**src/hdl/biou_pkg.sv**
```systemverilog
// Shared constants for the box IoU pipeline.
// No dependencies; used by every module of the block.
package biou_pkg;

  // Default coordinate width and fraction width of the result.
  localparam int COORD_BITS_DEF = 16;
  localparam int FRAC_BITS_DEF  = 16;

  // Number of coordinate fields in one input beat (two boxes, two corners, x and y).
  localparam int NUM_COORDS = 8;

  // Round a bit count up to whole bytes.
  function automatic int byte_pad(input int nbits);
    return ((nbits + 7) / 8) * 8;
  endfunction

endpackage

```
**src/hdl/biou_area.sv**
```systemverilog
// Area stages: three side-length products, then the union area.
// Depends on biou_pkg for the default coordinate width.
module biou_area #(
  parameter int COORD_BITS = biou_pkg::COORD_BITS_DEF
) (
  input  logic                    clk,
  input  logic                    rst,
  input  logic                    in_valid,
  output logic                    in_ready,
  input  logic [COORD_BITS-1:0]   a_w,
  input  logic [COORD_BITS-1:0]   a_h,
  input  logic [COORD_BITS-1:0]   b_w,
  input  logic [COORD_BITS-1:0]   b_h,
  input  logic [COORD_BITS-1:0]   i_w,
  input  logic [COORD_BITS-1:0]   i_h,
  input  logic                    in_empty,
  output logic                    out_valid,
  input  logic                    out_ready,
  output logic [2*COORD_BITS-1:0] area_i,
  output logic [2*COORD_BITS:0]   area_u,
  output logic                    empty
);

  localparam int AW = 2 * COORD_BITS;

  logic          v3, e3;
  logic [AW-1:0] pa, pb, pi;
  logic          rdy3, rdy4;

  assign rdy4     = !out_valid || out_ready;
  assign rdy3     = !v3 || rdy4;
  assign in_ready = rdy3;

  always_ff @(posedge clk) begin
    if (rst) begin
      v3 <= 1'b0;
    end else if (rdy3) begin
      v3 <= in_valid;
    end
  end

  always_ff @(posedge clk) begin
    if (rdy3 && in_valid) begin
      pa <= AW'(a_w) * AW'(a_h);
      pb <= AW'(b_w) * AW'(b_h);
      pi <= AW'(i_w) * AW'(i_h);
      e3 <= in_empty;
    end
  end

  always_ff @(posedge clk) begin
    if (rst) begin
      out_valid <= 1'b0;
    end else if (rdy4) begin
      out_valid <= v3;
    end
  end

  always_ff @(posedge clk) begin
    if (rdy4 && v3) begin
      area_i <= pi;
      area_u <= {1'b0, pa} + {1'b0, pb} - {1'b0, pi};
      empty  <= e3;
    end
  end

endmodule

```
**config.mk**
```make
export PLATFORM = sky130hd
export DESIGN_NAME = biou_area
export DESIGN_NICKNAME = d
export VERILOG_FILES = /design/src/hdl/biou_pkg.sv /design/src/hdl/biou_area.sv
export SDC_FILE = /design/constraint.sdc
export NUM_CORES = 2
export LEC_CHECK = 0
export BUFFER_PORTS_ARGS = -buffer_cell sky130_fd_sc_hd__clkbuf_2
export CAP_MARGIN = 40
export CORE_MARGIN = 1.5
export CORE_UTILIZATION = 49
export CTS_CLUSTER_SIZE = 25
export DETAILED_ROUTE_END_ITERATION = 12
export PLACE_DENSITY_LB_ADDON = 0.08
export REMOVE_ABC_BUFFERS = 1
export SLEW_MARGIN = 20
export SYNTH_ARGS = -nofsm -noshare
export SYNTH_HDL_FRONTEND = slang
export SYNTH_SLANG_ARGS = --single-unit
```
**constraint.sdc**
```tcl
create_clock -name clk -period 12.8 [get_ports clk]
set_input_delay 0 -clock clk [delete_from_list [all_inputs] [get_ports clk]]
set_output_delay 0 -clock clk [all_outputs]
set_load 0.02 [all_outputs]
```
Word level (Yosys, flattened, before mapping). Cells that the tools add are included.

Shift operators: 0. Magnitude comparators: 0. Equal/unequal tests: 0. Reduce and logical (&&, ||, !) cells: 6. Div/mod/pow operators: 0. $mul: 3. Mux-type cells: 0. Bitwise operators: 0. Add/subtract/negate cells: 2.

Operators with widths (count): $mul 16x16->32 (3); $add 32x32->33 (1); $sub 33x32->33 (1); $logic_and 1x1->1 (2); $logic_not 1->1 (2); $logic_or 1x1->1 (2).

Memory bits (read-only): 0. Word-level logic and storage cells: 20. Memories: 0. Latch bits: 0. Bits in writable memories: 0. Flip-flop bits (word level): 165.

Longest topological paths before layout.
Depth after elaboration: 4. Gate-level depth with buffers: 23.

Worst setup path before layout. OpenSTA, ideal clock, no wires.

Kind: in2reg. Start point: in a_h[1]. End point: reg pa[30], data pin. Stages on the path: 19. Buffers on the path: 1. Slack: 7.439 ns. Arrival time: 5.100 ns. Cells stage by stage: clkbuf_1 -> nand2_1 -> fa_1 -> fa_1 -> fa_1 -> inv_1 -> fa_1 -> fa_1 -> inv_1 -> fa_1 -> inv_1 -> ha_1 -> a21o_1 -> a21oi_1 -> nand2_1 -> nor3_1 -> a21oi_1 -> a21bo_2 -> a311o_1.

Longest elaborated chain between the ends: 1.

Ends and longest elaborated chain: start, declared (RTL line biou_area.sv:11) `input logic [COORD_BITS-1:0] a_h,`; $mul 16x16->32 (RTL line biou_area.sv:44) `pa <= AW'(a_w) * AW'(a_h);`; end signal, assigned (RTL line biou_area.sv:44); end, declared (RTL line biou_area.sv:27) `logic [AW-1:0] pa, pb, pi;`.

Every way passes these cells. A chain may end at the register's enable or synchronous reset.

Worst setup path in the final report.
Start point: in i_w[7]. End point: reg pi[28], data pin.

Longest elaborated chain between the ends: 1.

Ends and longest elaborated chain: start, declared (RTL line biou_area.sv:14) `input logic [COORD_BITS-1:0] i_w,`; $mul 16x16->32 (RTL line biou_area.sv:46) `pi <= AW'(i_w) * AW'(i_h);`; end signal, assigned (RTL line biou_area.sv:46); end, declared (RTL line biou_area.sv:27).

Every way passes these cells.

==> flow_metrics.py <==
metrics = {
    "status": {
        "outcome": "completed",
    },
    "cts": {
        "clk_latency_ns": 0.47,
        "clk_path_buf_depth": 2,
        "root_buffer": "clkbuf_16",
        "numClockSinks": 165,
        "cts_setup_buffers": 0,
        "cts_tree": "done",
        "hold_buffers": 4,
        "cts.reportedPaths.clkPinSlew_ns": 0.08,
        "cts_resized": 0,
        "htreeDepth": 4,
        "cts_buffers": 17,
    },
    "detailed_routing": {
        "vias": 24600,
        "final_antenna_net_count": 0,
        "first_pass_iters": 5,
        "drt_wl_total_um": 83700,
        "drc": 0,
        "drt-initial-drc-count": 1561,
        "viasPerCell": 5.42,
        "wl_per_cell_um": 18.4,
    },
    "timing": {
        "fin_crit_ns": 5.63,
        "timing.fmax_mhz": 178,
        "hold_viol_final": 0,
        "min_period_over_period": 0.440,
        "fin_skew_ns": 0.0213,
        "fin_tns_setup_ns": 0,
        "relSlewSlack": 0.521,
        "slew_viol_final": 0,
        "grt_setup_unrepaired": "no",
        "setup_violations": 0,
        "tightest_slew_ns": 0.709,
        "setup_ws_ns": 7.17,
    },
    "setup_path": {
        "path_cells": "clkbuf_2 -> nand2_1 -> fa_1 -> inv_1 -> fa_1 -> inv_1 -> fa_1 -> inv_1 -> fa_1 -> fa_1 -> inv_1 -> fa_1 -> inv_1 -> ha_1 -> inv_1 -> o21ai_0 -> o21bai_1 -> o41ai_1 -> o41ai_2 -> a41oi_1 -> xnor2_1",
        "ff2ff_path_depth": 10,
        "cp_data_arrival_time_ns": 5.82,
        "reg2reg_from": "pi[2]",
        "critical_path.startpoint_type": "input pin",
        "critPathLaunch": "i_w[7]",
        "end_kind": "flip-flop",
        "worst-path-max-fanout": 16,
        "crit_type": "in2reg",
        "critPathRequiredTime_ns": 12.99,
        "cpMaxStageDelayCell": "fa_1",
        "max_stage_delay_ns": 0.56,
    },
    "logic_synthesis": {
        "yosysMostFrequentCell": "inv_1",
        "yosysSeqAreaShare": 0.147,
        "synth_cell_types": 72,
        "synth_seq_cells": 165,
        "synth_warnings": 0,
        "yosysTopAreaCellShare": 0.367,
        "async_reset_ff_frac": 0,
        "synth_common_cells": "inv_1 (801), fa_1 (614), nand2_1 (498)",
        "yosys.area.top_type": "fa_1",
        "synth_edf_count": 163,
        "synthCells": 3575,
        "synth.cell_area_sq_mm": 0.0335,
        "synth.avg_cell_area_sq_um": 9.38,
        "ys.flop_type": "edfxtp_1",
        "yosys-top-cells-area": "fa_1 (37%), edfxtp_1 (15%), ha_1 (13%)",
    },
    "floorplanning": {
        "dieArea_sq_mm": 0.0700,
        "boundaryPins": 169,
        "initial_core_util": 0.497,
        "die_w_um": 265,
        "die_h_um": 265,
        "std_cell_rows": 95,
        "core_area_sq_mm": 0.0674,
    },
    "final_layout": {
        "nets": 4717,
        "diodes": 0,
        "drive_gt1_frac": 0.0610,
        "area_growth_pct": 6.58,
        "postLayoutCellArea_sq_mm": 0.0357,
    },
    "place": {
        "dp_slack_ns": 6.79,
        "numPortBuffers": 168,
        "placed_area_sq_mm": 0.0351,
        "dp_hpwl_um": 69800,
        "gp_congestion": 0.929,
    },
    "worst_hold_path": {
        "hold_path.class": "in2reg",
        "worstHoldPathCells": 2,
        "min_from": "a_h[0]",
    },
    "global_routing": {
        "grt_pass1_vias": 26300,
        "grt_usage": 0.251,
        "antenna_found_initial": 5,
        "grt_pass1_wl_um": 138000,
        "grt_max_degree": 51,
        "grt_overflow_total": 0,
    },
    "flow_run": {
        "maxCapViolations": 0,
    },
}
[cells in the final DEF, fill, tap and decap left out, types with 10 or more instances in the layout]
master	n
clkbuf_2	168
nand4_1	16
xnor2_1	74
nand2_1	498
clkbuf_16	17
edfxtp_1	163
fa_1	614
o21ai_0	66
nand2b_1	12
nand3_1	30
ha_1	345
o21bai_1	20
a21oi_1	120
a21o_1	65
a211oi_1	13
nor3_1	17
and3_1	14
and2_1	342
o21a_1	16
nor2_1	76
inv_1	801
xor2_1	33
a31oi_1	10
[layer usage]
layer,global-route usage,vias to the layer above,share of wire
met5,0,-,0
met4,0.0674,0,0.025
met3,0.0327,121,0.058
met2,0.416,777,0.48
met1,0.348,12500,0.44
li1,-,11200,-
[area by class of cell]
| class | count | area [sq um] |
|---|---|---|
| fillers | 6248 | 31700 |
| flip-flops and latches | 165 | 4930 |
| inverters | 801 | 3010 |
| clock buffers | 17 | 425 |
| repair buffers | 175 | 916 |
| clock inverters | 15 | 189 |
| multi-input cells | 2497 | 25200 |
| well taps | 873 | 1090 |
[final timing paths]
kind / end / slack (ns)
worst max-delay path: pi[28] / 7.17
worst min-delay path: pa[0] / 0.13
worst max register to register: area_u[14] / 9.27
worst min register to register: empty / 0.44
[state kept, by name, summed over array words and instances, names as in the netlist]
register,flops
empty,1
e3,1
pb,32
v3,1
area_i,32
pa,32
out_valid,1
pi,32
area_u,33
[critical path: cells and delay by family]
family | cells | cell delay, ns
AOI/OAI and AO/OA | 5 | 1.25
xor gates and xnor gates | 1 | 0.19
adders and majority gates | 7 | 3.47
buffers and inverters | 7 | 0.75
and+or+nand+nor | 1 | 0.15
[through the flow]
stage / std cells / hold slack [ns] / utilization
after global placement: 4506 / 0.179 / 0.520
final: 4543 / 0.128 / 0.530
after global routing: 4543 / 0.140 / 0.530
after floorplan: 3463 / 0.0724 / -
after detailed placement: 4507 / 0.184 / 0.520
after CTS: 4543 / 0.101 / 0.530
[kinds of logic after synthesis]
group / Yosys count / synth area share
compound gates: 388 / 0.0757
xor+xnor: 107 / 0.0280
fa+ha+maj: 959 / 0.495
buf+inv: 913 / 0.102
flops: 165 / 0.147
mux: 1 / 0.000299
simple gates: 1042 / 0.151
Power is not shown: default switching activity piles up to over one toggle a cycle in this logic, so the estimate is an artifact.
