**src/hdl/biou_pkg.sv**
```systemverilog
// Shared constants for the box IoU pipeline.
// No dependencies; used by every module of the block.
package biou_pkg;

  // Default coordinate width and fraction width of the result.
  localparam int COORD_BITS_DEF = 16;
  localparam int FRAC_BITS_DEF  = 16;

  // Number of coordinate fields in one input beat (two boxes, two corners, x and y).
  localparam int NUM_COORDS = 8;

  // Round a bit count up to whole bytes.
  function automatic int byte_pad(input int nbits);
    return ((nbits + 7) / 8) * 8;
  endfunction

endpackage

```
**src/hdl/biou_div.sv**
```systemverilog
// Pipelined restoring divider: one quotient bit per stage, FRAC_BITS+1 stages.
// Depends on biou_pkg for default widths.
module biou_div #(
  parameter int COORD_BITS = biou_pkg::COORD_BITS_DEF,
  parameter int FRAC_BITS  = biou_pkg::FRAC_BITS_DEF
) (
  input  logic                    clk,
  input  logic                    rst,
  input  logic                    in_valid,
  output logic                    in_ready,
  input  logic [2*COORD_BITS-1:0] num,
  input  logic [2*COORD_BITS:0]   den,
  input  logic                    in_empty,
  output logic                    out_valid,
  input  logic                    out_ready,
  output logic [FRAC_BITS:0]      iou,
  output logic                    empty
);

  localparam int RW = 2 * COORD_BITS + 1;
  localparam int NS = FRAC_BITS + 1;

  logic                 vld [0:NS-1];
  logic                 emp [0:NS-1];
  logic [RW-1:0]        rem [0:NS-1];
  logic [RW-1:0]        dv  [0:NS-1];
  logic [FRAC_BITS:0]   quo [0:NS-1];
  logic                 rdy [0:NS];

  logic [RW-1:0] r0;
  logic          ge0;

  assign rdy[NS]  = out_ready;
  assign in_ready = rdy[0];

  // integer part: num <= den, so this bit is set only when equal
  always_comb begin
    r0  = {1'b0, num};
    ge0 = (r0 >= den);
  end

  assign rdy[0] = !vld[0] || rdy[1];

  always_ff @(posedge clk) begin
    if (rst) begin
      vld[0] <= 1'b0;
    end else if (rdy[0]) begin
      vld[0] <= in_valid;
    end
  end

  always_ff @(posedge clk) begin
    if (rdy[0] && in_valid) begin
      rem[0] <= ge0 ? (r0 - den) : r0;
      quo[0] <= (FRAC_BITS + 1)'(ge0);
      dv[0]  <= den;
      emp[0] <= in_empty;
    end
  end

  for (genvar k = 1; k < NS; k++) begin : g_step
    logic [RW:0] t;
    logic [RW:0] d;
    logic        ge;

    always_comb begin
      t  = {rem[k-1], 1'b0};
      d  = {1'b0, dv[k-1]};
      ge = (t >= d);
    end

    assign rdy[k] = !vld[k] || rdy[k+1];

    always_ff @(posedge clk) begin
      if (rst) begin
        vld[k] <= 1'b0;
      end else if (rdy[k]) begin
        vld[k] <= vld[k-1];
      end
    end

    always_ff @(posedge clk) begin
      if (rdy[k] && vld[k-1]) begin
        rem[k] <= ge ? RW'(t - d) : t[RW-1:0];
        quo[k] <= {quo[k-1][FRAC_BITS-1:0], ge};
        dv[k]  <= dv[k-1];
        emp[k] <= emp[k-1];
      end
    end
  end

  assign out_valid = vld[NS-1];
  assign iou       = emp[NS-1] ? '0 : quo[NS-1];
  assign empty     = emp[NS-1];

endmodule

```
**config.mk**
```make
export PLATFORM = sky130hd
export DESIGN_NAME = biou_div
export DESIGN_NICKNAME = d
export VERILOG_FILES = /design/src/hdl/biou_pkg.sv /design/src/hdl/biou_div.sv
export SDC_FILE = /design/constraint.sdc
export NUM_CORES = 2
export LEC_CHECK = 0
export BUFFER_PORTS_ARGS = -buffer_cell sky130_fd_sc_hd__buf_2
export CORE_UTILIZATION = 55
export DETAILED_ROUTE_END_ITERATION = 16
export PLACE_DENSITY_LB_ADDON = 0.25
export SETUP_SLACK_MARGIN = 0.05
export SYNTH_ARGS = -nofsm -noshare
export SYNTH_HDL_FRONTEND = slang
export SYNTH_SLANG_ARGS = --single-unit
export TNS_END_PERCENT = 20
```
**constraint.sdc**
```tcl
create_clock -name clk -period 16.9 [get_ports clk]
set_clock_uncertainty 0.05 [all_clocks]
set_input_delay 1.69 -clock clk [delete_from_list [all_inputs] [get_ports clk]]
set_output_delay 1.69 -clock clk [all_outputs]
set_load 0.01 [all_outputs]
```
# [Yosys cells after proc, flatten, opt, wreduce, memory -nomap -nowiden]
# Memory sizes are Yosys's and may differ from the RTL's.
# Cells that the tools add are included.
[totals] ff_bits=0 ram_bits=1445 inputBits=70 n_memories=5
[mem_list] memory="dv" words=17 word_bits=33 rd=16 rd_clocked_by_memory_dff=0 write_ports=17 line_no="biou_div.sv:26" text="logic [RW-1:0] dv [0:NS-1];"
[mem_list] memory="rem" words=17 word_bits=33 rd=16 rd_clocked_by_memory_dff=0 write_ports=17 line_no="biou_div.sv:25" text="logic [RW-1:0] rem [0:NS-1];"
[mem_list] memory="quo" words=17 word_bits=17 rd=17 rd_clocked_by_memory_dff=0 write_ports=17 line_no="biou_div.sv:27" text="logic [FRAC_BITS:0] quo [0:NS-1];"
[mem_list] memory="emp" words=17 word_bits=1 rd=17 rd_clocked_by_memory_dff=0 write_ports=17 line_no="biou_div.sv:24" text="logic emp [0:NS-1];"
[mem_list] memory="vld" words=17 word_bits=1 rd=17 rd_clocked_by_memory_dff=0 write_ports=17 line_no="biou_div.sv:23" text="logic vld [0:NS-1];"
[classes] n_addsub=17 order_cmp=17 mux=122 bitwise=17 n_reduce_logical=51
[ops] op="$mux W33" count=17
[ops] op="$ge A34 B33 Y1" count=16
[ops] op="$sub A33 B33 Y33" count=16
[ops] op="$mux W1" count=104
[ops] op="$ge A32 B33 Y1" count=1
[ops] op="$sub A32 B33 Y33" count=1
[ops] op="$logic_and A1 B1 Y1" count=17
[ops] op="$logic_not A1 Y1" count=17
[ops] op="$logic_or A1 B1 Y1" count=17
[ops] op="$mux W17" count=1
[ops] op="$or A1 B1 Y1" count=17

# [Depth between registers and ports, before layout]
# An unclocked memory read counts as a cell.
[depth] word_depth=23 ltp_mapped=15 ltp_nobuf=13

# [Worst setup path before layout]
# OpenSTA, ideal clock, no wires.
[synth_path] path_kind="in2reg" startpoint="in out_ready" endpoint="mem dv[0][429] in the netlist's numbering (enable)" arrival_ns=7.940 t_required_ns=16.204 path_slack_ns=8.264 stages=3 path_buffers=1 cell_sequence="and4b_1 -> clkbuf_1 -> a21boi_0"
[synth_rtl] item="start: declaration" line_no="biou_div.sv:15" text="input logic out_ready,"
[synth_rtl] item="end: declaration" line_no="biou_div.sv:26"

# [Worst setup path in the final report]
[layout_path] startpoint="in out_ready" endpoint="out in_ready"
[layout_between] elab_chain_cells=17
[layout_lines] item="$logic_or A1 B1 Y1 (16 in a row)" line_no="biou_div.sv:72" text="assign rdy[k] = !vld[k] || rdy[k+1];"
[layout_lines] item="$logic_or A1 B1 Y1" line_no="biou_div.sv:42" text="assign rdy[0] = !vld[0] || rdy[1];"
[layout_lines] item="end: declaration" line_no="biou_div.sv:10" text="output logic in_ready,"
# No other way between the ends.

==> metrics.md <==
| Metric | Value |
|---|---|
| Met1 track demand over resource | 26.5% |
| Internal cell power | 5.36 mW |
| Syn Area/Cell | 10.9 µm² |
| Combined global-route utilization of all metal layers | 24.0% |
| Most Crowded Layer GR | met2 |
| Status | complete, no violations |
| Reported net switching power | 1.59 mW |
| Number of core rows | 132 |
| Count of flip-flops with a built-in enable after synthesis | 1243 |
| Type of element launching the critical path | input pin |
| Worst hold slack | 0.363 ns |
| Estimated wirelength of the detail-placed design | 122000 µm |
| Placer's final routability congestion estimate | 0.909 |
| Switching Share | 22.8% |
| Die height | 364 µm |
| Count of pins on the block boundary | 90 |
| Number of standard cells after synthesis | 6626 |
| Floorplan die width | 364 µm |
| Largest fanout on the critical path | 9 |
| Post-CTS setup buffers | 0 |
| Via count | 49478 |
| Cts bufs inserted | 138 |
| Layout Cell Area excl Fill | 79300 µm² |
| Quantity of hold-fixing buffers added after cts | 0 |
| Worst setup slack after layout | 10.34 ns |
| Initial DRC count | 3551 |
| Hold WC Path Type | reg -> reg |
| Sink count of the clock tree | 1243 |
| Antenna-violating nets left | 0 |
| Post-route DRC violation count | 0 |
| Max-cap violation count | 0 |
| First-pass detailed-route iteration total | 6 |
| # resized after CTS | 0 |
| Dpl cells | 8346 |
| # nets final | 7389 |
| H-Tree Depth | 4 |
| Peak Freq | 0.152 GHz |
| Final critical path time including I/O delays and setup | 6.56 ns |
| Share of the synthesized area in the top cell type | 51.7% |
| Required time of the critical path | 15.16 ns |
| Syn_nets | 7271 |
| Wire length of the first global-routing pass | 254000 µm |
| Final core utilization | 61.1% |
| Total Neg Setup Slack | 0 ns |
| Number of global-route vias before repair | 49160 |
| Routed via count divided by cell count | 5.75 |
| Layout overhead on the synthesized area | 9.78% |
| Netlist area before placement | 72200 µm² |
| Number of synthesized register bits | 1243 |
| Biggest area consumer among synthesized cells | edfxtp_1 |
| Max Buffers Root-to-Sink | 3 |
| Die Area | 133000 µm² |
| Setup-failing EPs final | 0 |
| Grt met2 use | 45.4% |
| Lkg Pwr | 31.9 nW |
| Pin count of the biggest net entering global routing | 78 |
| Max-slew violation count | 0 |
| TritonCTS clock tree | built |
| IO Port Bufs | 89 |
| Most common flop cell mapped by yosys | edfxtp_1 |
| Endpoint class of the critical path | output pin |
| Initial antenna violation count | 1 |
| CTS Root Buffer Type | clkbuf_16 |
| Synth unique cells | 86 |
| Yosys warning count | 0 |
| Leading cell type by number of instances after synthesis | edfxtp_1 |
| Flop pwr share | 49.8% |
| Area after DPL | 74700 µm² |
| Total wire length after detailed routing | 158000 µm |
| Met3 track demand over resource in global routing | 3.16% |
| Ranking of synthesized cells by area | edfxtp_1, ha_1, inv_1 |
| Area of the core | 130000 µm² |
| Transition time of the tightest slew-check pin | 1.08 ns |
| Power density relative to cell area | 87.7 nW/µm² |
| Power consumption | 6.95 mW |
| Worst max-slew margin expressed relative to the limit | 25.9% |
| Layout Cells excl Fill | 8600 |
| Sequential element share of the synthesized area | 51.7% |
| Number of antenna cells inserted | 0 |
| Setup repair after global routing missed its margin | false |
| Critical setup path kind | in -> out |
| Number of failing hold endpoints at the final stage | 0 |
| Ys async rst share | 0% |
| Clock-pin slew reported for the worst setup and hold paths after clock tree synthesis | 0.06 ns |
| Overall overflow remaining after global route | 0 |
| Comb power frac | 7.2% |
| Pre-CTS WS | 10.36 ns |
| Fraction of final layout cells sized beyond drive strength 1 | 8.25% |
| Part of the cycle the worst path needs | 38.8% |
| Post-synth top cells | edfxtp_1, inv_1, ha_1 |
| Routed len/inst | 18.3 µm |
| Insertion delay to the later sink of the worst-skew pair | 0.78 ns |
| Share of power burned in the clock network | 43.0% |
| Initial core utilization | 55.6% |
| Arrival time reported for the critical path endpoint | 4.82 ns |
| Peak VDD IR | 0.106 mV |
path summary, 6_finish.rpt:
kind	startpoint	to	slack, ns	cells after the start
hold reg to reg	emp[0][2]	emp[0][3]	0.36	0
hold / removal	emp[0][2]	emp[0][3]	0.36	0
setup reg to reg	dv[0][200]	rem[0][234]	12.13	13
setup / recovery	out_ready	in_ready	10.34	10
area by class of cell:
class / instances / area, µm²
fillers: 10386 / 50500
inverters: 732 / 2750
well taps: 1742 / 2180
clock buffers: 163 / 3570
repair buffers: 123 / 701
multi-input cells: 4506 / 31800
clock inverters: 91 / 985
flip-flops and latches: 1243 / 37300
flip-flops by register name, indices dropped and copies added, names as in the netlist:
signal	flops
vld	17
quo	153
rem	528
dv	528
emp	17
power groups by stage:
stage | Clock (mW) | Combinational, mW | Sequential, mW
6_report | 2.99 | 0.502 | 3.46
5_1_grt | 3.16 | 0.564 | 3.47
4_1_cts | 3.05 | 0.501 | 3.46
3_5_place_dp | 0 | 0.496 | 3.53
3_3_place_gp | 0 | 0.484 | 3.53
2_1_floorplan | 0 | 0.383 | 3.51
routing by layer:
layer,vias to the layer above,wire (µm)
met5,-,0
met4,0,6890
met3,362,5640
met1,23636,61900
met2,1094,83300
li1,24386,-
layout by cell type, fill, tap and decap left out, types with 25 or more instances in the layout:
master	synthesis	layout
a211oi_1	38	38
a21boi_0	28	25
a21o_1	225	225
a21oi_1	501	498
a31oi_1	46	44
and2_1	44	37
and3_1	54	54
buf_2	39	89
buf_4	1	34
clkbuf_16	0	139
clkinv_1	1	28
clkinv_2	0	31
edfxtp_1	1243	1243
ha_1	559	559
inv_1	730	730
mux2_2	155	155
nand2_1	504	504
nand2b_1	78	78
nand3_1	110	110
nand4_1	68	68
nor2_1	355	355
nor2b_1	123	117
nor3_1	93	93
o21a_1	91	91
o21ai_0	487	487
o21bai_1	55	55
o31ai_1	50	50
or2_2	29	29
or3_1	33	33
xnor2_1	237	237
xor2_1	188	188
logic make-up after synthesis:
group / Yosys count / synth area share [%]
muxes: 173 / 2.67
adders and majority gates: 575 / 10.1
and+or+nand+nor: 1562 / 10.3
buffers and inverters: 877 / 4.63
AOI/OAI and AO/OA: 1771 / 15.4
xor gates and xnor gates: 425 / 5.15
DFF: 1243 / 51.7
worst max-delay path, cell delays in order:
cell and delay, ns:
buf_2 0.10, and4b_1 0.46, nand4_1 0.24, nor2_1 0.86, nand4_1 0.28, nor2_1 0.44, nand3_1 0.17, nor2_1 0.31
nand2_1 0.11, buf_2 0.15
No activity file was read; power rests on OpenSTA's default activity.
