$ cat config.mk
export PLATFORM = sky130hd
export DESIGN_NAME = biou_geom
export DESIGN_NICKNAME = d
export VERILOG_FILES = /design/src/hdl/biou_pkg.sv /design/src/hdl/biou_geom.sv
export SDC_FILE = /design/constraint.sdc
export NUM_CORES = 1
export LEC_CHECK = 0
export BUFFER_PORTS_ARGS = -buffer_cell sky130_fd_sc_hd__buf_2
export CORE_MARGIN = 3
export CORE_UTILIZATION = 45
export CTS_BUF_LIST = sky130_fd_sc_hd__clkbuf_8
export CTS_CLUSTER_SIZE = 30
export DETAILED_ROUTE_END_ITERATION = 6
export GPL_TIMING_DRIVEN = 0
export PLACE_DENSITY = 0.76
export SLEW_MARGIN = 20
export SYNTH_ARGS = -nofsm -noshare
export SYNTH_HDL_FRONTEND = slang
export SYNTH_SLANG_ARGS = --single-unit
$ cat constraint.sdc
create_clock -name clk -period 9.07 [get_ports clk]
set_input_delay 1.814 -clock clk [delete_from_list [all_inputs] [get_ports clk]]
set_output_delay 1.814 -clock clk [all_outputs]
set_load 0.05 [all_outputs]
$ cat src/hdl/biou_pkg.sv
// Shared constants for the box IoU pipeline.
// No dependencies; used by every module of the block.
package biou_pkg;

  // Default coordinate width and fraction width of the result.
  localparam int COORD_BITS_DEF = 16;
  localparam int FRAC_BITS_DEF  = 16;

  // Number of coordinate fields in one input beat (two boxes, two corners, x and y).
  localparam int NUM_COORDS = 8;

  // Round a bit count up to whole bytes.
  function automatic int byte_pad(input int nbits);
    return ((nbits + 7) / 8) * 8;
  endfunction

endpackage

$ cat src/hdl/biou_geom.sv
// Box geometry stages: corner ordering, then intersection and side lengths.
// Depends on biou_pkg for the default coordinate width.
module biou_geom #(
  parameter int COORD_BITS = biou_pkg::COORD_BITS_DEF
) (
  input  logic                         clk,
  input  logic                         rst,
  input  logic                         in_valid,
  output logic                         in_ready,
  input  logic signed [COORD_BITS-1:0] ax0,
  input  logic signed [COORD_BITS-1:0] ay0,
  input  logic signed [COORD_BITS-1:0] ax1,
  input  logic signed [COORD_BITS-1:0] ay1,
  input  logic signed [COORD_BITS-1:0] bx0,
  input  logic signed [COORD_BITS-1:0] by0,
  input  logic signed [COORD_BITS-1:0] bx1,
  input  logic signed [COORD_BITS-1:0] by1,
  output logic                         out_valid,
  input  logic                         out_ready,
  output logic        [COORD_BITS-1:0] a_w,
  output logic        [COORD_BITS-1:0] a_h,
  output logic        [COORD_BITS-1:0] b_w,
  output logic        [COORD_BITS-1:0] b_h,
  output logic        [COORD_BITS-1:0] i_w,
  output logic        [COORD_BITS-1:0] i_h,
  output logic                         empty
);

  localparam int C = COORD_BITS;

  // stage 1: ordered corners
  logic               v1;
  logic signed [C-1:0] axs, axe, ays, aye, bxs, bxe, bys, bye;
  // stage 1 and stage 2 handshake
  logic               rdy1, rdy2;

  // stage 2 combinational
  logic signed [C-1:0] ixs, ixe, iys, iye;
  logic signed [C:0]   dix, diy, dax, day, dbx, dby;

  assign rdy2     = !out_valid || out_ready;
  assign rdy1     = !v1 || rdy2;
  assign in_ready = rdy1;

  always_ff @(posedge clk) begin
    if (rst) begin
      v1 <= 1'b0;
    end else if (rdy1) begin
      v1 <= in_valid;
    end
  end

  always_ff @(posedge clk) begin
    if (rdy1 && in_valid) begin
      axs <= (ax0 < ax1) ? ax0 : ax1;
      axe <= (ax0 > ax1) ? ax0 : ax1;
      ays <= (ay0 < ay1) ? ay0 : ay1;
      aye <= (ay0 > ay1) ? ay0 : ay1;
      bxs <= (bx0 < bx1) ? bx0 : bx1;
      bxe <= (bx0 > bx1) ? bx0 : bx1;
      bys <= (by0 < by1) ? by0 : by1;
      bye <= (by0 > by1) ? by0 : by1;
    end
  end

  always_comb begin
    ixs = (axs > bxs) ? axs : bxs;
    ixe = (axe < bxe) ? axe : bxe;
    iys = (ays > bys) ? ays : bys;
    iye = (aye < bye) ? aye : bye;
    // one extra bit so the signed differences never wrap
    dix = {ixe[C-1], ixe} - {ixs[C-1], ixs};
    diy = {iye[C-1], iye} - {iys[C-1], iys};
    dax = {axe[C-1], axe} - {axs[C-1], axs};
    day = {aye[C-1], aye} - {ays[C-1], ays};
    dbx = {bxe[C-1], bxe} - {bxs[C-1], bxs};
    dby = {bye[C-1], bye} - {bys[C-1], bys};
  end

  always_ff @(posedge clk) begin
    if (rst) begin
      out_valid <= 1'b0;
    end else if (rdy2) begin
      out_valid <= v1;
    end
  end

  always_ff @(posedge clk) begin
    if (rdy2 && v1) begin
      a_w   <= dax[C-1:0];
      a_h   <= day[C-1:0];
      b_w   <= dbx[C-1:0];
      b_h   <= dby[C-1:0];
      i_w   <= dix[C-1:0];
      i_h   <= diy[C-1:0];
      // no positive area when either side is zero or negative
      empty <= dix[C] || (dix == '0) || diy[C] || (diy == '0);
    end
  end

endmodule

=== Word level (Yosys, flattened, before mapping) ===
Cells that the tools add are included.

* Bits in read-only memories: 0
* Latch bits: 0
* Register bits: 227
* Output and inout bits: 99
* Input port bits: 132
* Memories kept: 0
* Word-level logic and storage cells: 58
* Bits in writable memories: 0

* Order comparisons: 12
* Multiply operators: 0
* Bitwise logic cells: 0
* $add $sub $neg: 6
* Div/mod/pow operators: 0
* Reductions and logical operators: 11
* Equality and inequality tests: 0
* Shift operators: 0
* Mux-type cells: 12

{| class="wikitable"
|+ Operator list
! kind !! number
|-
| 16-bit 2-to-1 mux || 12
|-
| 16-bit > comparator || 6
|-
| 16-bit < comparator || 6
|-
| 16-bit subtractor || 4
|-
| 17-bit logical NOT || 2
|-
| 16-bit by 16-bit subtractor with 17-bit output || 2
|-
| 1-bit logical OR || 5
|-
| 1-bit logical AND || 2
|-
| 1-bit logical NOT || 2
|}

=== Depth between registers and ports, before layout ===
Gate-level depths: netlist of the first run.

* Word-level depth: 7
* Gate-level depth with buffers: 22
* Depth with buffers taken out: 21

=== Worst setup path before layout of the first run ===
OpenSTA, ideal clock, no wires.

* Path kind: input to register
* Start: in out_ready
* End: reg a_h[0] (enable)
* Setup time: 0.565 ns
* Stages on the path: 2
* Arrival: 6.190 ns
* Data required time: 8.505 ns
* Slack: 2.315 ns
* Buffers on the path: 0
* Cells stage by stage: nor2b_1 > nor2b_1

* Longest elaborated chain between the ends: 2

{| class="wikitable"
|+ Ends and longest elaborated chain
! item !! RTL line !! source
|-
| start, declared || biou_geom.sv:19 || <nowiki>input logic out_ready,</nowiki>
|-
| 1-bit logical OR || biou_geom.sv:41 || <nowiki>assign rdy2 = !out_valid || out_ready;</nowiki>
|-
| 1-bit logical AND || biou_geom.sv:89 || <nowiki>if (rdy2 && v1) begin</nowiki>
|-
| end signal, assigned || biou_geom.sv:91 || <nowiki>a_h <= day[C-1:0];</nowiki>
|-
| end, declared || biou_geom.sv:21 || <nowiki>output logic [COORD_BITS-1:0] a_h,</nowiki>
|}

Every way passes these cells.
A chain may end at the register's enable or synchronous reset.

=== Worst setup path after layout of the first run ===
* Start: reg bxe[1]
* End: reg empty (data pin)

* Longest elaborated chain between the ends: 7

{| class="wikitable"
|+ Ends and longest elaborated chain
! item !! RTL line !! source
|-
| start, declared || biou_geom.sv:33 || <nowiki>logic signed [C-1:0] axs, axe, ays, aye, bxs, bxe, bys, bye;</nowiki>
|-
| start signal, assigned || biou_geom.sv:60 || <nowiki>bxe <= (bx0 > bx1) ? bx0 : bx1;</nowiki>
|-
| 16-bit < comparator || biou_geom.sv:68 || <nowiki>ixe = (axe < bxe) ? axe : bxe;</nowiki>
|-
| 16-bit 2-to-1 mux * || biou_geom.sv:68 ||
|-
| 16-bit by 16-bit subtractor with 17-bit output * || biou_geom.sv:72 || <nowiki>dix = {ixe[C-1], ixe} - {ixs[C-1], ixs};</nowiki>
|-
| via dix[4] || biou_geom.sv:39 || <nowiki>logic signed [C:0] dix, diy, dax, day, dbx, dby;</nowiki>
|-
| 17-bit logical NOT * || biou_geom.sv:97 || <nowiki>empty <= dix[C] || (dix == '0) || diy[C] || (diy == '0);</nowiki>
|-
| 1-bit logical OR * (3 in series) || biou_geom.sv:97 ||
|-
| end signal, assigned || biou_geom.sv:97 ||
|-
| end, declared || biou_geom.sv:26 || <nowiki>output logic empty</nowiki>
|}

Mark *: on every way through the listed nets, which the timed path passes. The rest lies on a longest branch.

==> metrics.txt, run 1 <==
Design Power between 4 and 5 mW; status completed; max frequency 146.5 MHz; top-area cell type share of the netlist area 39.30%; filler cell count between 3000 and 4000; Avg Inst Size Synth around 11 sq um; PostCTS Resize Cnt 0; final slew viol count 0; post-route ant nets 0; CP Data Required Time between 9 and 10 ns; DP Cell Count 2355; Final Hold Viols 0; Synth Instances 1616; post-layout min period 6.826 ns; PD cells between 200 and 250 mW/mm^2; library cells used by synthesis 71; Synth area leaders edfxtp_1 (39%), ha_1 (16%), mux2_2 (7.5%); yosys warns 0; vias in the first global route about 14000; Area Overhead vs Synth 15.66%; TritonCTS clock tree yes; Final WS setup about 2.2 ns; final clock skew about 0.044 ns; placed instance area 0.01910 sq mm; Slew @ Worst Pin 1.137 ns; setup slack at placement 2.187 ns; Worst Hold Class reg2reg; die footprint between 0.04 and 0.05 sq mm; initial antenna violation count 1; DR iter-0 viols between 500 and 600; htree depth 2; Clock Path Buffers 3; Finished Cell Area 0.01988 sq mm; hold_buf cts 0; clk sink count 227; Ports 231; crit path launch type flop; Initial Util 46.29%; clock transition at the registers of the reported paths 0.06 ns; DR WL/cell 18.81 microns; Final nets 2249; number of CTS-inserted buffers 40; area occupied by multi-input gates 0.009538 sq mm; crit share post-route 75.26%; post-DR vias/cell about 5.5; met3 WL post-DR 2478 microns; max layer used met4; Critical Path Fanout Max 10; area leader, netlist edfxtp_1; critical-path cell list inv_1, ha_1, a21o_1, a21o_1, a21o_1, a21oi_1, o21ai_0, a31oi_1, clkbuf_1, mux2i_1, ha_1, inv_1, fa_1, a21o_1, a21oi_2, xnor2_1, or4_1, a2111oi_1, or4b_1, or4_1, o211ai_2; worst path bufs/invs 3; WL met2 between 20000 and 25000 microns; commonest non-fill, non-tap cell in the layout buf_2; Post-CTS Setup Inserts 0; DP Wirelength 37730 microns; Top FF cell, synth edfxtp_1; Critical Path Most Common Cell a21o_1; Async SR Flop Fraction 0%; final setup TNS 0 ns; GR Util All Layers between 20 and 25%; largest net degree at the start of global routing 64; TritonRoute pass-1 iters 5; WL final 45710 microns; critical path class reg2reg; core area 0.03714 sq mm; CP arrival 7.21 ns; Top Family by Delay on Critical Path compound AO/OA/AOI/OAI gates; Worst Setup SP bxe[1]$_DFFE_PP_; Netlist Area Pre-Place ~0.017 sq mm; sequential area share after synthesis 39.53%; Post-Layout Cell Count 2430; RR Startpoint bxe[1]$_DFFE_PP_; clock latency on the worst-skew pair 0.56 ns; first-pass GRT wire length 70950 microns; relative slew slack 23.84%; crit path capture type flop; Via Count 13340; register bit total from synthesis 227; crit-path max cell delay slightly below 0.8 ns; register area 0.006797 sq mm; die height 201.5 microns; GPL Wtd Cong between 0.9 and 1; share of cells above drive strength 1 between 20 and 25%; Worst Hold Slack just under 0.5 ns; num rows 70; most frequent cells in the layout buf_2 (231), edfxtp_1 (225), ha_1 (218); final setup violation count 0; min-delay src v1$_SDFFE_PP0N_; Final Core Density between 50% and 60%; Worst path slowest cell a2111oi_1; Peak VDD IR 88.24 uV; grt ovf 0; Static Leak between 9 and 10 nW; die width 201.5 microns; RSZ-0062 raised after global routing false; synthesized net count 1972; EDFF count, synth about 230; met1 WL 18060 microns; clk root buf clkbuf_8; drc violations 0; IO Port Bufs 230; max_cap viols 0
-- worst min-delay path: stages (launching register included) --
cell and delay, ns:
dfxtp_1 0.33, nor2_1 0.11, nor2_1 0.05
-- synthesized netlist by cell type (all sizes together), types with 4 or more instances --
master and number:
a21oi 82, a21o 59, o21ai 82, o2111a 4, o21a 24, mux2 115
clkbuf 24, and2 14, nand3b 7, ha 218, or3 11, nand3 15
nand2 64, a221o 18, inv 197, or2 13, and3 12, mux2i 66
fa 6, and4 5, a2111oi 6, o31ai 10, nand2b 27, nor2b 25
a31oi 15, nor3 22, a211o 7, xnor2 39, nand4 27, a211oi 12
nor4 9, xor2 26, a21boi 5, buf 7, edfxtp 225, o31a 4
nor2 68, o211ai 9
-- area by class of cell --
| cell class | count | area share [%] |
|---|---|---|
| multi-input cells | 1161 | 47.97 |
| flip-flops and latches | 227 | 34.18 |
| repair buffers | 235 | 6.368 |
| inverters | 197 | 3.719 |
| well taps | 504 | 3.171 |
| clock buffers | 41 | 2.838 |
| clock inverters | 33 | 1.095 |
| plain buffers | 31 | 0.6481 |
| diodes | 1 | 0.01258 |
-- layer usage --
layer,vias to the layer above,GRT usage (%)
li1,6563,-
met1,6307,24.36
met2,375,41.59
met3,90,4.109
met4,0,7.177
met5,-,0
-- kinds of logic after synthesis --
kind of cell,share of synthesized area [%]
xor+xnor,3.312
mux,11.38
simple gates,10.16
flops,39.53
compound gates,14.00
fa+ha+maj,16.56
buf+inv,5.051
-- worst paths after layout --
| kind | depth (start not counted) | slack [ns] | endpoint |
|---|---|---|---|
| hold reg to reg | 2 | 0.49 | out_valid$_SDFFE_PP0P_ |
| hold / removal | 2 | 0.49 | out_valid$_SDFFE_PP0P_ |
| setup reg to reg | 21 | 2.24 | empty$_DFFE_PP_ |
| setup / recovery | 21 | 2.24 | empty$_DFFE_PP_ |
-- power by group --
group	internal, mW	switching (mW)	total (mW)
logic	0.765	1.25	2.01
clock network	0.508	0.426	0.934
registers	1.39	0.0725	1.46
total	2.66	1.74	4.41
Power figures use the tool's default switching activity.
==> run 2, diff against run 1 <==
- clock period: 9.07 -> 6.8 ns (I/O delays scaled with it)
==> metrics.txt, run 2 (synthesized netlist as in run 1, its figures left out) <==
TritonRoute pass-1 iters 5 (unchanged); post-layout min period 6.470 ns (-0.3565 ns); IO Port Bufs 230 (unchanged); Area Overhead vs Synth 15.73% (about the same); clk root buf clkbuf_8; number of CTS-inserted buffers 40 (unchanged); post-DR vias/cell 5.492 (about the same); filler cell count 3299 (-0.12%); htree depth 2 (unchanged); hold_buf cts 0 (unchanged); DR WL/cell 18.83 microns (+0.11%); crit path capture type flop; clock latency on the worst-skew pair 0.56 ns (about the same); crit path launch type flop; WL final 45760 microns (+0.11%); commonest non-fill, non-tap cell in the layout buf_2; grt ovf 0 (unchanged); max_cap viols 0 (unchanged); share of power burned in registers 33.2% (about the same); Critical Path Fanout Max 10 (unchanged); Via Count 13350 (+0.075%); num rows 70 (unchanged); die footprint 0.04058 sq mm (unchanged); Final Hold Viols 0 (unchanged); Post-CTS Setup Inserts 0 (unchanged); placed instance area 0.01910 sq mm (unchanged); initial antenna violation count 1 (unchanged); final setup violation count 0 (unchanged); Static Leak 9.053 nW (about the same); most frequent cells in the layout buf_2 (231), edfxtp_1 (225), ha_1 (218); post-route ant nets 0 (unchanged); critical path class reg2reg; drc violations 0 (unchanged); Worst Hold Slack 0.4848 ns (-0.0008720 ns); Switching Share 39.59% (about the same); CP arrival 6.85 ns (-0.36 ns); sw power 2.329 mW (+34%); crit share post-route 95.14% (+20 points); largest net degree at the start of global routing 64 (unchanged); Clock Path Buffers 3 (unchanged); final clock skew 0.04369 ns (+0.0001425 ns); share of cells above drive strength 1 22.60% (+0.21 points); Slew @ Worst Pin 1.095 ns (-0.04231 ns); clk sink count 227 (unchanged); Finished Cell Area 0.01990 sq mm (about the same); max frequency 154.6 MHz (+5.5%); Initial Util 46.29% (unchanged); DR iter-0 viols 566 (+7.2%); GPL Wtd Cong 0.9304 (unchanged); Pint 3.554 mW (+33%); Worst Hold Class reg2reg; GR Util All Layers 21.83% (unchanged); final slew viol count 0 (unchanged); Logic pwr share 45.6% (about the same); TritonCTS clock tree yes; die height 201.5 microns (unchanged); Final nets 2249 (unchanged); clock power share 21.2% (about the same); relative slew slack 26.68% (+2.8 points); clock transition at the registers of the reported paths 0.06 ns (about the same); die width 201.5 microns (unchanged); Ports 231 (unchanged); PD cells 295.7 mW/mm^2 (+33%); first-pass GRT wire length 70950 microns (unchanged); status completed; DP Wirelength 37730 microns (unchanged); vias in the first global route 13770 (unchanged); Peak VDD IR 117.4 uV (+33%); core area 0.03714 sq mm (unchanged); RSZ-0062 raised after global routing false; final setup TNS 0 ns (unchanged); CP Data Required Time 7.18 ns (-2.27 ns)
run 2: cell types whose count changed in the layout (fill, tap and decap cells not counted):
cell      delta
a31oi_1      -1
a31oi_2      +1
nor2_2       +1
clkbuf_2     +2
nor2_1       -1
clkbuf_1     -2
run 2: critical path: stages, from the launching register on:
cell and delay [ns]:
edfxtp_1 0.43, inv_1 0.15, ha_1 0.24, a21o_1 0.17, a21o_1 0.18, a21o_1 0.18
a21oi_1 0.15, o21ai_0 0.11, a31oi_1 0.58, clkbuf_2 0.45, mux2i_1 0.24, ha_1 0.19
inv_1 0.05, fa_1 0.42, a211oi_1 0.53, o21ai_0 0.43, and4_1 0.33, a211o_1 0.35
a2111o_1 0.31, nor4_1 0.42, o2111ai_2 0.24, o211ai_2 0.13
run 2: cell type report:
| class | instances | area [sq um] | share of cell area, % |
|---|---|---|---|
| diodes | 1 | 2.502 | 0.01258 |
| plain buffers | 31 | 131.4 | 0.6603 |
| clock buffers | 41 | 564.3 | 2.836 |
| clock inverters | 33 | 217.7 | 1.094 |
| inverters | 197 | 739.5 | 3.717 |
| multi-input cells | 1161 | 9547 | 47.98 |
| flip-flops and latches | 227 | 6797 | 34.16 |
| well taps | 504 | 630.6 | 3.170 |
| repair buffers | 235 | 1266 | 6.364 |
run 2: what timing repair did:
item / in CTS / in global routing
setup endpoints to repair: 1 / 1
resized for setup: 1 / 4
pin swaps: 0 / 0
run 2: power by group through the flow:
stage,clock (mW),combinational [mW],sequential (mW)
3_5_place_dp,0,2.65,1.98
2_1_floorplan,0,1.62,2.31
3_3_place_gp,0,2.58,1.99
6_report,1.25,2.68,1.95
4_1_cts,1.28,2.67,1.95
5_1_grt,1.35,2.91,1.97
run 2: stage by stage:
stage / worst slack, ns / cells / power (mW) / util (%)
floorplan: 0.4990 / 1616 / 3.936 / -
global placement: -1.370 / 2350 / 4.568 / 51.09
detailed placement: -0.08278 / 2355 / 4.634 / 51.43
CTS: 0.09999 / 2429 / 5.901 / 53.54
global route: 0.1556 / 2430 / 6.228 / 53.57
finish: 0.3302 / 2430 / 5.883 / 53.57
run 2: worst paths after layout:
kind              slack (ns)  cells after the start                endpoint        startpoint
setup / recovery        0.33                     21         empty$_DFFE_PP_  bye[1]$_DFFE_PP_
hold reg to reg         0.48                      2  out_valid$_SDFFE_PP0P_   v1$_SDFFE_PP0N_
hold / removal          0.48                      2  out_valid$_SDFFE_PP0P_   v1$_SDFFE_PP0N_
setup reg to reg        0.33                     21         empty$_DFFE_PP_  bye[1]$_DFFE_PP_
run 2: routing by layer:
metal	vias to the layer above	part of all wire, %	track usage [%]
li1	6562	-	-
met2	371	52	41.59
met1	6330	39	24.36
met3	82	5.4	4.109
met4	0	3.2	7.177
met5	-	0	0
